$ cat src/rtl/hcbm_pkg.sv
`default_nettype none

package hcbm_pkg;

   // table size, one cell per slot
   localparam int TABLE_ENTRIES = 8;

   // code format
   localparam int MAX_DEPTH  = 8;
   localparam int DIGIT_BITS = 4;
   localparam int CODE_W     = 32;
   localparam int LEN_W      = 4;
   localparam int SLOT_W     = 3;
   localparam int FUNC_W     = 2;

   // transaction function codes
   localparam logic [FUNC_W-1:0] FUNC_WRITE = 2'd0;
   localparam logic [FUNC_W-1:0] FUNC_BEST  = 2'd1;
   localparam logic [FUNC_W-1:0] FUNC_EXACT = 2'd2;

   // table write broadcast to every cell
   typedef struct packed {
      logic              en;
      logic [SLOT_W-1:0] index;
      logic [LEN_W-1:0]  len;
      logic [CODE_W-1:0] code;
   } hcbm_write_type;

   // query token handed from cell to cell
   typedef struct packed {
      logic              exact;
      logic [LEN_W-1:0]  q_len;
      logic [CODE_W-1:0] q_code;
      logic              any;
      logic [SLOT_W-1:0] best_slot;
      logic [LEN_W-1:0]  best_len;
      logic [CODE_W-1:0] best_code;
      logic [LEN_W-1:0]  best_dist;
      logic              provided;
   } hcbm_token_type;

endpackage

`default_nettype wire

$ cat src/rtl/hcbm_cell.sv
`default_nettype none

module hcbm_cell #(
   parameter int CELL_INDEX = 0
) (
   input  wire logic                       clock,
   input  wire logic                       reset,
   input  wire logic [hcbm_pkg::LEN_W-1:0] entry_count,
   input  wire hcbm_pkg::hcbm_write_type   wr,
   input  wire logic                       in_vld,
   input  wire hcbm_pkg::hcbm_token_type   in_tok,
   output logic                            out_vld,
   output hcbm_pkg::hcbm_token_type        out_tok
);

   localparam int CMP_W = 8;
   localparam logic [CMP_W-1:0] MY_INDEX = CMP_W'(CELL_INDEX);
   localparam int DB = hcbm_pkg::DIGIT_BITS;

   logic [hcbm_pkg::LEN_W-1:0]  len_ff;
   logic [hcbm_pkg::CODE_W-1:0] code_ff;
   logic                        vld_ff;
   hcbm_pkg::hcbm_token_type    tok_ff;
   hcbm_pkg::hcbm_token_type    tok_in;

   logic                        active;
   logic                        run;
   logic [hcbm_pkg::LEN_W-1:0]  min_len;
   logic [hcbm_pkg::LEN_W-1:0]  cp;
   logic [hcbm_pkg::LEN_W-1:0]  d_e;
   logic [hcbm_pkg::LEN_W-1:0]  d_q;
   logic [hcbm_pkg::LEN_W-1:0]  ent_dist;

   // entry is searched only when it lies below the count
   assign active = in_vld && ({{(CMP_W-hcbm_pkg::LEN_W){1'b0}}, entry_count} > MY_INDEX);

   // common prefix, then distance of the stored entry to the query
   always_comb begin
      min_len = (in_tok.q_len < len_ff) ? in_tok.q_len : len_ff;
      run     = 1'b1;
      cp      = '0;
      for (int i = 0; i < hcbm_pkg::MAX_DEPTH; i++) begin
         if (run && (hcbm_pkg::LEN_W'(i) < min_len) &&
             (in_tok.q_code[i*DB +: DB] == code_ff[i*DB +: DB])) begin
            cp = cp + hcbm_pkg::LEN_W'(1);
         end else begin
            run = 1'b0;
         end
      end
      d_e = len_ff - cp;
      d_q = in_tok.q_len - cp;
      if (len_ff == cp) begin
         ent_dist = '0;
      end else begin
         ent_dist = (d_e > d_q) ? d_e : d_q;
      end
   end

   // fold this entry into the running result
   always_comb begin
      tok_in = in_tok;
      if (active) begin
         if (in_tok.exact) begin
            if ((len_ff == in_tok.q_len) && (code_ff == in_tok.q_code)) begin
               tok_in.provided = 1'b1;
            end
         end else if (!in_tok.any || (ent_dist < in_tok.best_dist)) begin
            tok_in.any       = 1'b1;
            tok_in.best_slot = hcbm_pkg::SLOT_W'(CELL_INDEX);
            tok_in.best_len  = len_ff;
            tok_in.best_code = code_ff;
            tok_in.best_dist = ent_dist;
         end
      end
   end

   // stored entry
   always_ff @(posedge clock) begin
      if (wr.en && ({{(CMP_W-hcbm_pkg::SLOT_W){1'b0}}, wr.index} == MY_INDEX)) begin
         len_ff  <= wr.len;
         code_ff <= wr.code;
      end
   end

   // token stage toward the next cell
   always_ff @(posedge clock) begin
      if (reset) begin
         vld_ff <= 1'b0;
      end else begin
         vld_ff <= in_vld;
      end
      tok_ff <= tok_in;
   end

   assign out_vld = vld_ff;
   assign out_tok = tok_ff;

endmodule

`default_nettype wire

$ cat src/rtl/hierarchical_code_best_match_core.sv
`default_nettype none

// Table of hierarchical service codes with best-match and exact-match lookup.
// Each table slot lives in one cell of a row of TABLE_ENTRIES cells; a query
// travels down the row one cell per cycle, collecting the first slot of least
// distance (or the exact-match flag) on the way. A write transaction updates
// its slot register and returns nothing. A query passes the injection register,
// each cell's register and the response register. One query is in the row at
// a time; the next transaction is taken once the previous response enters the
// response register, even while it waits on rsp_ready there. csr_entry_count
// sets how many slots are searched and must be written only while no query is
// outstanding; the block itself does not enforce this. Slots that are searched
// must have been written first.

module hierarchical_code_best_match_core (
   input  wire logic                        clock,
   input  wire logic                        reset,
   // configuration
   input  wire logic                        csr_valid,
   output logic                             csr_ready,
   input  wire logic [hcbm_pkg::LEN_W-1:0]  csr_entry_count,
   // request
   input  wire logic                        req_valid,
   output logic                             req_ready,
   input  wire logic [hcbm_pkg::FUNC_W-1:0] req_func,
   input  wire logic [hcbm_pkg::SLOT_W-1:0] req_entry_index,
   input  wire logic [hcbm_pkg::LEN_W-1:0]  req_code_length,
   input  wire logic [hcbm_pkg::CODE_W-1:0] req_code_digits,
   // response
   output logic                             rsp_valid,
   input  wire logic                        rsp_ready,
   output logic                             rsp_found,
   output logic [hcbm_pkg::SLOT_W-1:0]      rsp_best_slot,
   output logic [hcbm_pkg::LEN_W-1:0]       rsp_best_length,
   output logic [hcbm_pkg::CODE_W-1:0]      rsp_best_code,
   output logic [hcbm_pkg::LEN_W-1:0]       rsp_distance,
   output logic                             rsp_provided
);

   localparam int DB = hcbm_pkg::DIGIT_BITS;
   localparam int TABLE_ENTRIES = hcbm_pkg::TABLE_ENTRIES;

   logic [hcbm_pkg::LEN_W-1:0]  count_ff;
   logic                        busy_ff;
   logic                        busy_in;
   logic                        inj_vld_ff;
   logic                        inj_vld_in;
   hcbm_pkg::hcbm_token_type    inj_tok_ff;
   hcbm_pkg::hcbm_token_type    inj_tok_in;
   logic                        rsp_vld_ff;
   logic                        rsp_vld_in;
   hcbm_pkg::hcbm_token_type    rsp_tok_ff;
   hcbm_pkg::hcbm_token_type    rsp_tok_in;
   logic                        hold_vld_ff;
   logic                        hold_vld_in;
   hcbm_pkg::hcbm_token_type    hold_tok_ff;
   hcbm_pkg::hcbm_token_type    hold_tok_in;

   logic                        req_fire;
   logic                        is_query;
   logic                        rsp_fire;
   logic [hcbm_pkg::LEN_W-1:0]  q_len;
   logic [hcbm_pkg::CODE_W-1:0] q_code;
   hcbm_pkg::hcbm_write_type    wr;

   logic                        chain_vld [TABLE_ENTRIES+1];
   hcbm_pkg::hcbm_token_type    chain_tok [TABLE_ENTRIES+1];

   // handshakes
   assign csr_ready = 1'b1;
   assign req_ready = !busy_ff;
   assign req_fire  = req_valid && req_ready;
   assign rsp_fire  = rsp_vld_ff && rsp_ready;

   always_comb begin
      unique case (req_func)
         hcbm_pkg::FUNC_BEST,
         hcbm_pkg::FUNC_EXACT: is_query = 1'b1;
         default:              is_query = 1'b0;
      endcase
   end

   // clamp the length and clear digits past it
   always_comb begin
      q_len = (req_code_length > hcbm_pkg::LEN_W'(hcbm_pkg::MAX_DEPTH)) ?
              hcbm_pkg::LEN_W'(hcbm_pkg::MAX_DEPTH) : req_code_length;
      q_code = '0;
      for (int i = 0; i < hcbm_pkg::MAX_DEPTH; i++) begin
         if (hcbm_pkg::LEN_W'(i) < q_len) begin
            q_code[i*DB +: DB] = req_code_digits[i*DB +: DB];
         end
      end
   end

   // table write broadcast
   assign wr.en    = req_fire && (req_func == hcbm_pkg::FUNC_WRITE);
   assign wr.index = req_entry_index;
   assign wr.len   = q_len;
   assign wr.code  = q_code;

   // fresh query token
   always_comb begin
      inj_vld_in           = req_fire && is_query;
      inj_tok_in.exact     = (req_func == hcbm_pkg::FUNC_EXACT);
      inj_tok_in.q_len     = q_len;
      inj_tok_in.q_code    = q_code;
      inj_tok_in.any       = 1'b0;
      inj_tok_in.best_slot = '0;
      inj_tok_in.best_len  = '0;
      inj_tok_in.best_code = '0;
      inj_tok_in.best_dist = inj_tok_in.exact ? '0 :
                             hcbm_pkg::LEN_W'(hcbm_pkg::MAX_DEPTH);
      inj_tok_in.provided  = 1'b0;
   end

   // row of cells
   assign chain_vld[0] = inj_vld_ff;
   assign chain_tok[0] = inj_tok_ff;

   for (genvar g = 0; g < TABLE_ENTRIES; g++) begin : g_cell
      hcbm_cell #(
         .CELL_INDEX (g)
      ) u_cell (
         .clock       (clock),
         .reset       (reset),
         .entry_count (count_ff),
         .wr          (wr),
         .in_vld      (chain_vld[g]),
         .in_tok      (chain_tok[g]),
         .out_vld     (chain_vld[g+1]),
         .out_tok     (chain_tok[g+1])
      );
   end

   // response register with one spare slot for a stalled response
   always_comb begin
      busy_in     = busy_ff;
      rsp_vld_in  = rsp_vld_ff;
      rsp_tok_in  = rsp_tok_ff;
      hold_vld_in = hold_vld_ff;
      hold_tok_in = hold_tok_ff;
      if (rsp_fire) begin
         rsp_vld_in = 1'b0;
      end
      if (hold_vld_ff && rsp_fire) begin
         rsp_vld_in  = 1'b1;
         rsp_tok_in  = hold_tok_ff;
         hold_vld_in = 1'b0;
         busy_in     = 1'b0;
      end
      if (chain_vld[TABLE_ENTRIES]) begin
         if (!rsp_vld_ff || rsp_ready) begin
            rsp_vld_in = 1'b1;
            rsp_tok_in = chain_tok[TABLE_ENTRIES];
            busy_in    = 1'b0;
         end else begin
            hold_vld_in = 1'b1;
            hold_tok_in = chain_tok[TABLE_ENTRIES];
         end
      end
      if (req_fire && is_query) begin
         busy_in = 1'b1;
      end
   end

   always_ff @(posedge clock) begin
      if (reset) begin
         count_ff    <= '0;
         busy_ff     <= 1'b0;
         inj_vld_ff  <= 1'b0;
         rsp_vld_ff  <= 1'b0;
         hold_vld_ff <= 1'b0;
      end else begin
         if (csr_valid && csr_ready) begin
            count_ff <= csr_entry_count;
         end
         busy_ff     <= busy_in;
         inj_vld_ff  <= inj_vld_in;
         rsp_vld_ff  <= rsp_vld_in;
         hold_vld_ff <= hold_vld_in;
      end
      inj_tok_ff  <= inj_tok_in;
      rsp_tok_ff  <= rsp_tok_in;
      hold_tok_ff <= hold_tok_in;
   end

   // response fields
   assign rsp_valid       = rsp_vld_ff;
   assign rsp_found       = rsp_tok_ff.any;
   assign rsp_best_slot   = rsp_tok_ff.best_slot;
   assign rsp_best_length = rsp_tok_ff.best_len;
   assign rsp_best_code   = rsp_tok_ff.best_code;
   assign rsp_distance    = rsp_tok_ff.best_dist;
   assign rsp_provided    = rsp_tok_ff.provided;

   // checks
   a_hold_behind_rsp: assert property (@(posedge clock) disable iff (reset)
      hold_vld_ff |-> rsp_vld_ff)
      else $error("spare response slot filled while response register empty");

   a_row_only_when_busy: assert property (@(posedge clock) disable iff (reset)
      chain_vld[TABLE_ENTRIES] |-> busy_ff)
      else $error("query left the cell row while no query outstanding");

   a_query_sets_busy: assert property (@(posedge clock) disable iff (reset)
      (req_fire && is_query) |=> (busy_ff && inj_vld_ff))
      else $error("accepted query not injected into the cell row");

   a_empty_result_clean: assert property (@(posedge clock) disable iff (reset)
      (rsp_vld_ff && !rsp_tok_ff.any) |-> (rsp_tok_ff.best_slot == '0))
      else $error("response without a match carries a slot");

endmodule

`default_nettype wire

$ cat config.mk
export PLATFORM = sky130hd
export DESIGN_NAME = hierarchical_code_best_match_core
export DESIGN_NICKNAME = d
export VERILOG_FILES = /design/src/rtl/hcbm_pkg.sv /design/src/rtl/hcbm_cell.sv /design/src/rtl/hierarchical_code_best_match_core.sv
export SDC_FILE = /design/constraint.sdc
export NUM_CORES = 1
export LEC_CHECK = 0
export BUFFER_PORTS_ARGS = -buffer_cell sky130_fd_sc_hd__buf_2
export CORE_AREA = 2 2 324 326
export DETAILED_ROUTE_END_ITERATION = 8
export DIE_AREA = 0 0 326 328
export GPL_ROUTABILITY_DRIVEN = 0
export PLACE_DENSITY = 0.67
export SLEW_MARGIN = 20
export SYNTH_ARGS = -nofsm -noshare
export SYNTH_HDL_FRONTEND = slang
export SYNTH_HIERARCHICAL = 1
export SYNTH_SLANG_ARGS = --single-unit
$ cat constraint.sdc
create_clock -name clock -period 22.2 [get_ports clock]
set_input_delay 4.44 -clock clock [delete_from_list [all_inputs] [get_ports clock]]
set_output_delay 4.44 -clock clock [all_outputs]
set_load 0.1 [all_outputs]
Yosys cells after proc, flatten, opt, wreduce, memory -nomap -nowiden
Cells that the tools add are included.

Magnitude comparators: 104. Reduce and logical (&&, ||, !) cells: 173. $add $sub $neg: 72. Bitwise operators: 3. Eq/ne operators: 97. Mux-type cells: 208.

Operators by type and width (count): two-way mux 44 bit (14); two-way mux 4 bit (91); == test 4 bit (80); two-way mux 45 bit (7); == test 32 bit (8); two-way mux 82 bit (3); adder 4 x 1 -> 4 bit, second input constant (48); logical AND 1 bit (149); less-than comparator 3 x 4 -> 1 bit, first input constant (36); two-way mux 1 bit (92); less-than comparator 1 x 4 -> 1 bit, first input constant (18); less-than comparator 2 x 4 -> 1 bit, first input constant (18); subtractor 4 bit (16); less-than comparator 4 bit (15); > comparator 4 bit (8); adder 1 x 1 -> 2 bit, second input constant (8); > comparator 4 x 3 -> 1 bit, second input constant (4); == test 3 bit, second input constant (4); zero test 1 bit (9); > comparator 4 x 1 -> 1 bit, second input constant (2); > comparator 4 x 2 -> 1 bit, second input constant (2); logical OR 1 bit (8); == test 3 x 2 -> 1 bit, second input constant (2); OR reduction 2 bit (3); other kinds (9) (12).

Flip-flop bits (word level): 1162. Output and inout bits: 48. Input bits: 50.

Longest topological paths before layout
Gate-level depths: netlist (run 1).

Depth in word-level cells: 35. Depth in mapped cells: 50. Gate-level depth less buffers: 46.

Cells and area by module
Netlist (run 1), hierarchy kept.

Modules (own cells, without submodules): hcbm_cell (g_cell[0].u_cell) (area an instance 5439.0 um2, times used 1, cells each 432); hcbm_cell (g_cell[1].u_cell) (area an instance 5422.7 um2, times used 1, cells each 433); hcbm_cell (g_cell[3].u_cell) (area an instance 5402.7 um2, times used 1, cells each 430); hcbm_cell (g_cell[5].u_cell) (area an instance 5240.0 um2, times used 1, cells each 423); hcbm_cell (g_cell[4].u_cell) (area an instance 5206.2 um2, times used 1, cells each 403); hcbm_cell (g_cell[2].u_cell) (area an instance 5205.0 um2, times used 1, cells each 401); hcbm_cell (g_cell[7].u_cell) (area an instance 5197.5 um2, times used 1, cells each 445); hcbm_cell (g_cell[6].u_cell) (area an instance 5195.0 um2, times used 1, cells each 415); hierarchical_code_best_match_core (area an instance 5074.9 um2, times used 1, cells each 314).

Worst setup path after synthesis (run 1)
No wires, ideal clock.

Path type: input to register. From: in req_func[0] (netlist name). To: reg g_cell[0].u_cell/code_ff[0] (netlist name) (enable). Arrival time: 8.663 ns. Stages: 4. Setup time: 0.534 ns. Required time: 21.666 ns. Setup slack: 13.004 ns. Cell sequence: inv_1 ha_1 and3_1 nor4b_1.

RTL lines: start, declared (RTL line hierarchical_code_best_match_core.sv:25) `input wire logic [hcbm_pkg::FUNC_W-1:0] req_func,`; end signal, assigned (RTL line hcbm_cell.sv:81) `code_ff <= wr.code;`; end, declared (RTL line hcbm_cell.sv:21) `logic [hcbm_pkg::CODE_W-1:0] code_ff;`.

==> impl_metrics.json, run 1 <==
{
  "ys_warn_count": 6,
  "fin_setup_tns_ns": 0,
  "drt-pass1-iter-count": 5,
  "min_path_type": "reg -> reg",
  "max_freq_mhz": 95.5,
  "use_met2_pct": 31.8,
  "cts_tree": "yes",
  "post_drt_via_cell_ratio": 5.27,
  "synth_area_mm2": 0.0466,
  "cts_sinks": 1051,
  "path_buf_inv": 5,
  "maxCapViolCount": 0,
  "rows": 118,
  "root_buffer": "clkbuf_16",
  "worstMarginPinSlew_ns": 1.12,
  "status": "finished clean",
  "clockBufferDepth": 3,
  "drive_gt1_share_pct": 22.5,
  "grt_pass1_vias": 27700,
  "syn_inst": 3659,
  "h-tree-depth": 3,
  "wirelength_um": 103000,
  "cp.required_ns": 22.76,
  "cp_top_family": "compound AO/OA/AOI/OAI gates",
  "antenna_found_initial": 0,
  "stdcell_count": 5303,
  "grt_use_met1_pct": 24.8,
  "skew_ns": 0.0361,
  "rsz0062_at_grt": "false",
  "busiest_layer": "met2",
  "die_w_um": 326,
  "final_core_util_pct": 50.3,
  "slew_headroom_pct": 25.2,
  "p_leak_nw": 20.9,
  "grt_max_degree": 47,
  "core_mm2": 0.103,
  "drc": 0,
  "crit_slowest_cell": "buf_4",
  "critPathMaxStageDelay_ns": 0.63,
  "ctsHoldBuffers": 0,
  "grt_use_met3_pct": 2.68,
  "syn_avg_cell_area_um2": 12.7,
  "p_per_area_mw_per_mm2": 81.0,
  "dp_hpwl_um": 77500,
  "clock_latency_ns": 0.68,
  "grt_usage_pct": 18.9,
  "critPathMostFrequentCell": "ha_1",
  "placed_cells": 5114,
  "arrival_ns": 11.02,
  "ant_nets": 0,
  "vias": 28000,
  "die_h_um": 328,
  "post_cts_buffers": 0,
  "grt_pass1_wl_um": 160000,
  "ir_drop_mv": 0.0639,
  "place_area_mm2": 0.0484,
  "finalCritPeriodShare_pct": 47.2,
  "num-fill-cells": 8785,
  "period_minus_slack_ns": 10.47,
  "synthToLayoutAreaGrowth_pct": 11.3,
  "clk_pin_slew_ns": 0.06,
  "start_util_pct": 45.2,
  "worstSetupPathType": "reg -> reg",
  "cts_buffers": 100,
  "final_hold_viol_count": 0,
  "ios": 98,
  "die-area_mm2": 0.107,
  "startpoint_type": "flop",
  "total_power_mw": 4.21,
  "final_area_mm2": 0.0519,
  "nNetsFinal": 4048,
  "post_drt_wl_per_cell_um": 19.4,
  "path_max_fanout": 40,
  "numPortBuffers": 96,
  "slew_violations": 0,
  "drt-initial-drc-count": 1934,
  "grt_overflow_total": 0,
  "setup_viol": 0,
  "cts_resized": 0,
  "cp-end-kind": "flop"
}
## worst paths after layout
path	from	to	slack [ns]	cells past startpoint
max reg2reg	g_cell[1].u_cell/len_ff[1]	g_cell[1].u_cell/out_tok[26]	11.73	41
min reg2reg	chain_tok[710]	g_cell[0].u_cell/out_tok[54]	0.35	0
min	chain_tok[710]	g_cell[0].u_cell/out_tok[54]	0.35	0
max	g_cell[1].u_cell/len_ff[1]	g_cell[1].u_cell/out_tok[26]	11.73	41
## routing by layer
metal / vias to the layer above / wire length (µm)
met5: - / 0
met4: 0 / 3310
met3: 173 / 4540
met2: 738 / 48000
met1: 13400 / 46800
li1: 13600 / -
## metrics by stage
step / hold slack (ns) / setup WS (ns)
floorplan: 0.349 / 13.00
global placement: 0.352 / 11.99
detailed placement: 0.353 / 11.86
CTS: 0.346 / 11.84
global route: 0.354 / 10.92
finish: 0.346 / 11.73
## where the power goes
group / internal [mW] / switching, mW
clock: 1.03 / 0.730
sequential: 2.08 / 0.0552
combinational: 0.150 / 0.165
## area by class of cell
class	count	area, µm²	area share (%)
sequential	1051	24400	46.9
multi-input combinational	2404	21100	40.6
clock buffer	138	2840	5.46
tap	1380	1730	3.32
timing repair buffer	123	683	1.32
clock inverter	50	643	1.24
inverter	156	591	1.14
antenna	1	2.50	0.00482
## state kept, by name, indices dropped and copies added, names as in the netlist, 8 cells and up
signal,count
chain_tok,38
g_cell.u_cell/code_ff,256
g_cell.u_cell/len_ff,32
g_cell.u_cell/out_tok,619
g_cell.u_cell/out_vld,8
hold_tok_ff,45
rsp_best_code,32
## cells in the final DEF, fill, tap and decap left out, types with 50 or more instances in the layout
cell type,instances
dfxtp_1,718
nor2_1,139
xor2_1,172
inv_1,153
ha_1,162
mux2_4,329
a21oi_1,84
nand2_1,146
nor3_1,60
o21ai_0,54
nand4_1,54
clkbuf_16,100
nor2b_1,67
mux2_2,61
xnor2_1,200
conb_1,50
edfxtp_1,333
nand3_1,54
buf_2,96
Power figures use the tool's default switching activity.
==> run 2: changes to the inputs <==
==> constraint.sdc (replaced) <==
create_clock -name clock -period 10.15 [get_ports clock]
set_input_delay 2.03 -clock clock [delete_from_list [all_inputs] [get_ports clock]]
set_output_delay 2.03 -clock clock [all_outputs]
set_load 0.1 [all_outputs]
==> impl_metrics.json, run 2 (synthesized netlist as in run 1, its figures left out) <==
{
  "fin_setup_tns_ns": 0,
  "clock_latency_ns": 0.69,
  "nNetsFinal": 4082,
  "layout_common_cells": "717 x dfxtp_1, 333 x edfxtp_1, 329 x mux2_4",
  "status": "finished clean",
  "slew_violations": 0,
  "synthToLayoutAreaGrowth_pct": 12.4,
  "arrival_ns": 10.29,
  "pre_cts_ws_ns": 0.117,
  "wirelength_um": 104000,
  "crit_slowest_cell": "edfxtp_1",
  "worstMarginPinSlew_ns": 1.14,
  "p_switching_mw": 2.10,
  "final_hold_viol_count": 0,
  "die_w_um": 326,
  "ctsHoldBuffers": 0,
  "maxCapViolCount": 0,
  "ir_drop_mv": 0.134,
  "placed_cells": 5138,
  "die-area_mm2": 0.107,
  "drive_gt1_share_pct": 23.4,
  "n_antenna_cell": 0,
  "ios": 98,
  "post_drt_wl_per_cell_um": 19.5,
  "core_mm2": 0.103,
  "clk_pin_slew_ns": 0.07,
  "worst_slack_ns": 0.421,
  "worstSetupPathType": "reg -> reg",
  "setup_viol": 0,
  "grt_overflow_total": 0,
  "h-tree-depth": 3,
  "root_buffer": "clkbuf_16",
  "pwr-share-comb_pct": 7.6,
  "grt_pass1_vias": 27800,
  "path_max_fanout": 22,
  "p_per_area_mw_per_mm2": 176,
  "largest_reg_flops": 619,
  "multi_input_area_mm2": 0.0212,
  "period_minus_slack_ns": 9.73,
  "vias": 28100,
  "stdcell_count": 5335,
  "skew_ns": 0.0451,
  "netSwitchingFraction_pct": 22.8,
  "rows": 118,
  "cts_tree": "yes",
  "post_drt_via_cell_ratio": 5.27,
  "cp-end-kind": "flop",
  "grt_pass1_wl_um": 161000,
  "antenna_found_initial": 0,
  "final_common_cell": "dfxtp_1",
  "drt-initial-drc-count": 1818,
  "min_path_type": "reg -> reg",
  "cp_top_family": "adder cells",
  "grt_max_degree": 47,
  "start_util_pct": 45.2,
  "num-fill-cells": 8763,
  "critPathMostFrequentCell": "ha_1",
  "cts_sinks": 1051,
  "pwr-share-clk_pct": 41.8,
  "pwr-share-seq_pct": 50.6,
  "regArea_mm2": 0.0244,
  "cts_buffers": 98,
  "path_buf_inv": 8,
  "final_area_mm2": 0.0524,
  "drc": 0,
  "final_core_util_pct": 50.8,
  "intPower_mw": 7.12,
  "place_area_mm2": 0.0487,
  "ant_nets": 0,
  "die_h_um": 328,
  "numPortBuffers": 96,
  "slew_headroom_pct": 23.6,
  "grt_usage_pct": 19.1,
  "critPathMaxStageDelay_ns": 0.50,
  "cp.required_ns": 10.71,
  "finalCritPeriodShare_pct": 95.9,
  "p_leak_nw": 21.1,
  "dp_hpwl_um": 78900,
  "clockBufferDepth": 3,
  "max_freq_mhz": 103,
  "drt-pass1-iter-count": 7,
  "startpoint_type": "flop"
}
[run 2: cell count changes in the layout (fill, tap and decap cells not counted), sizes merged]
| cell | previous run | this run |
|---|---|---|
| diode | 1 | 0 |
| clkinv | 28 | 29 |
| clkinvlp | 6 | 10 |
| o21ba | 12 | 13 |
| buf | 123 | 157 |
| bufinv | 11 | 13 |
| clkbuf | 138 | 129 |
[run 2: worst reg2reg max path: cells and delay by family (launching register included)]
kind	cells	cell delay, ns
xor gates and xnor gates	3	0.73
buffers and inverters	8	0.91
and+or+nand+nor	10	1.89
AOI/OAI and AO/OA	12	2.04
muxes	4	1.26
DFF	1	0.50
adders and majority gates	8	2.34
[run 2: power by group through the flow]
stage	combinational, mW	clock (mW)	sequential [mW]
finish	0.702	3.86	4.66
global route	0.767	4.10	4.68
CTS	0.693	3.93	4.67
detailed placement	0.687	0	4.76
global placement	0.674	0	4.75
floorplan	0.513	0	4.72
[run 2: stage by stage]
stage	hold slack (ns)	power, mW
final	0.350	9.22
after CTS	0.348	9.29
after detailed placement	0.354	5.44
after global placement	0.352	5.43
after floorplan	0.349	5.23
after global routing	0.351	9.56
[run 2: worst paths after layout]
check                                  start                      endpoint  slack, ns  cells past startpoint
setup / recovery  g_cell[4].u_cell/len_ff[2]  g_cell[4].u_cell/out_tok[27]       0.42                     45
hold / removal                chain_tok[723]  g_cell[0].u_cell/out_tok[67]       0.35                      0
setup reg to reg  g_cell[4].u_cell/len_ff[2]  g_cell[4].u_cell/out_tok[27]       0.42                     45
hold reg to reg               chain_tok[723]  g_cell[0].u_cell/out_tok[67]       0.35                      0
[run 2: final cells by class]
class | instances | area share [%]
Tap cell | 1380 | 3.29
Sequential cell | 1051 | 46.5
Clock inverter | 57 | 1.50
Multi-Input combinational cell | 2405 | 40.4
Clock buffer | 128 | 5.15
Timing Repair Buffer | 158 | 2.03
Inverter | 156 | 1.13
[run 2: per-layer routing]
layer	GRT usage (%)	wire length (µm)	share of wire [%]
met1	25.6	48300	46
met2	31.5	48200	46
met3	2.66	4240	4.1
met4	7.19	3570	3.4
met5	0	0	0
[run 2: timing repair]
| action | 4_1_cts | 5_1_grt |
|---|---|---|
| gates resized for setup | 0 | 21 |
| endpoints found under the setup margin | 0 | 191 |
| setup buffers | 0 | 10 |
| endpoints found under the hold margin | 0 | 0 |
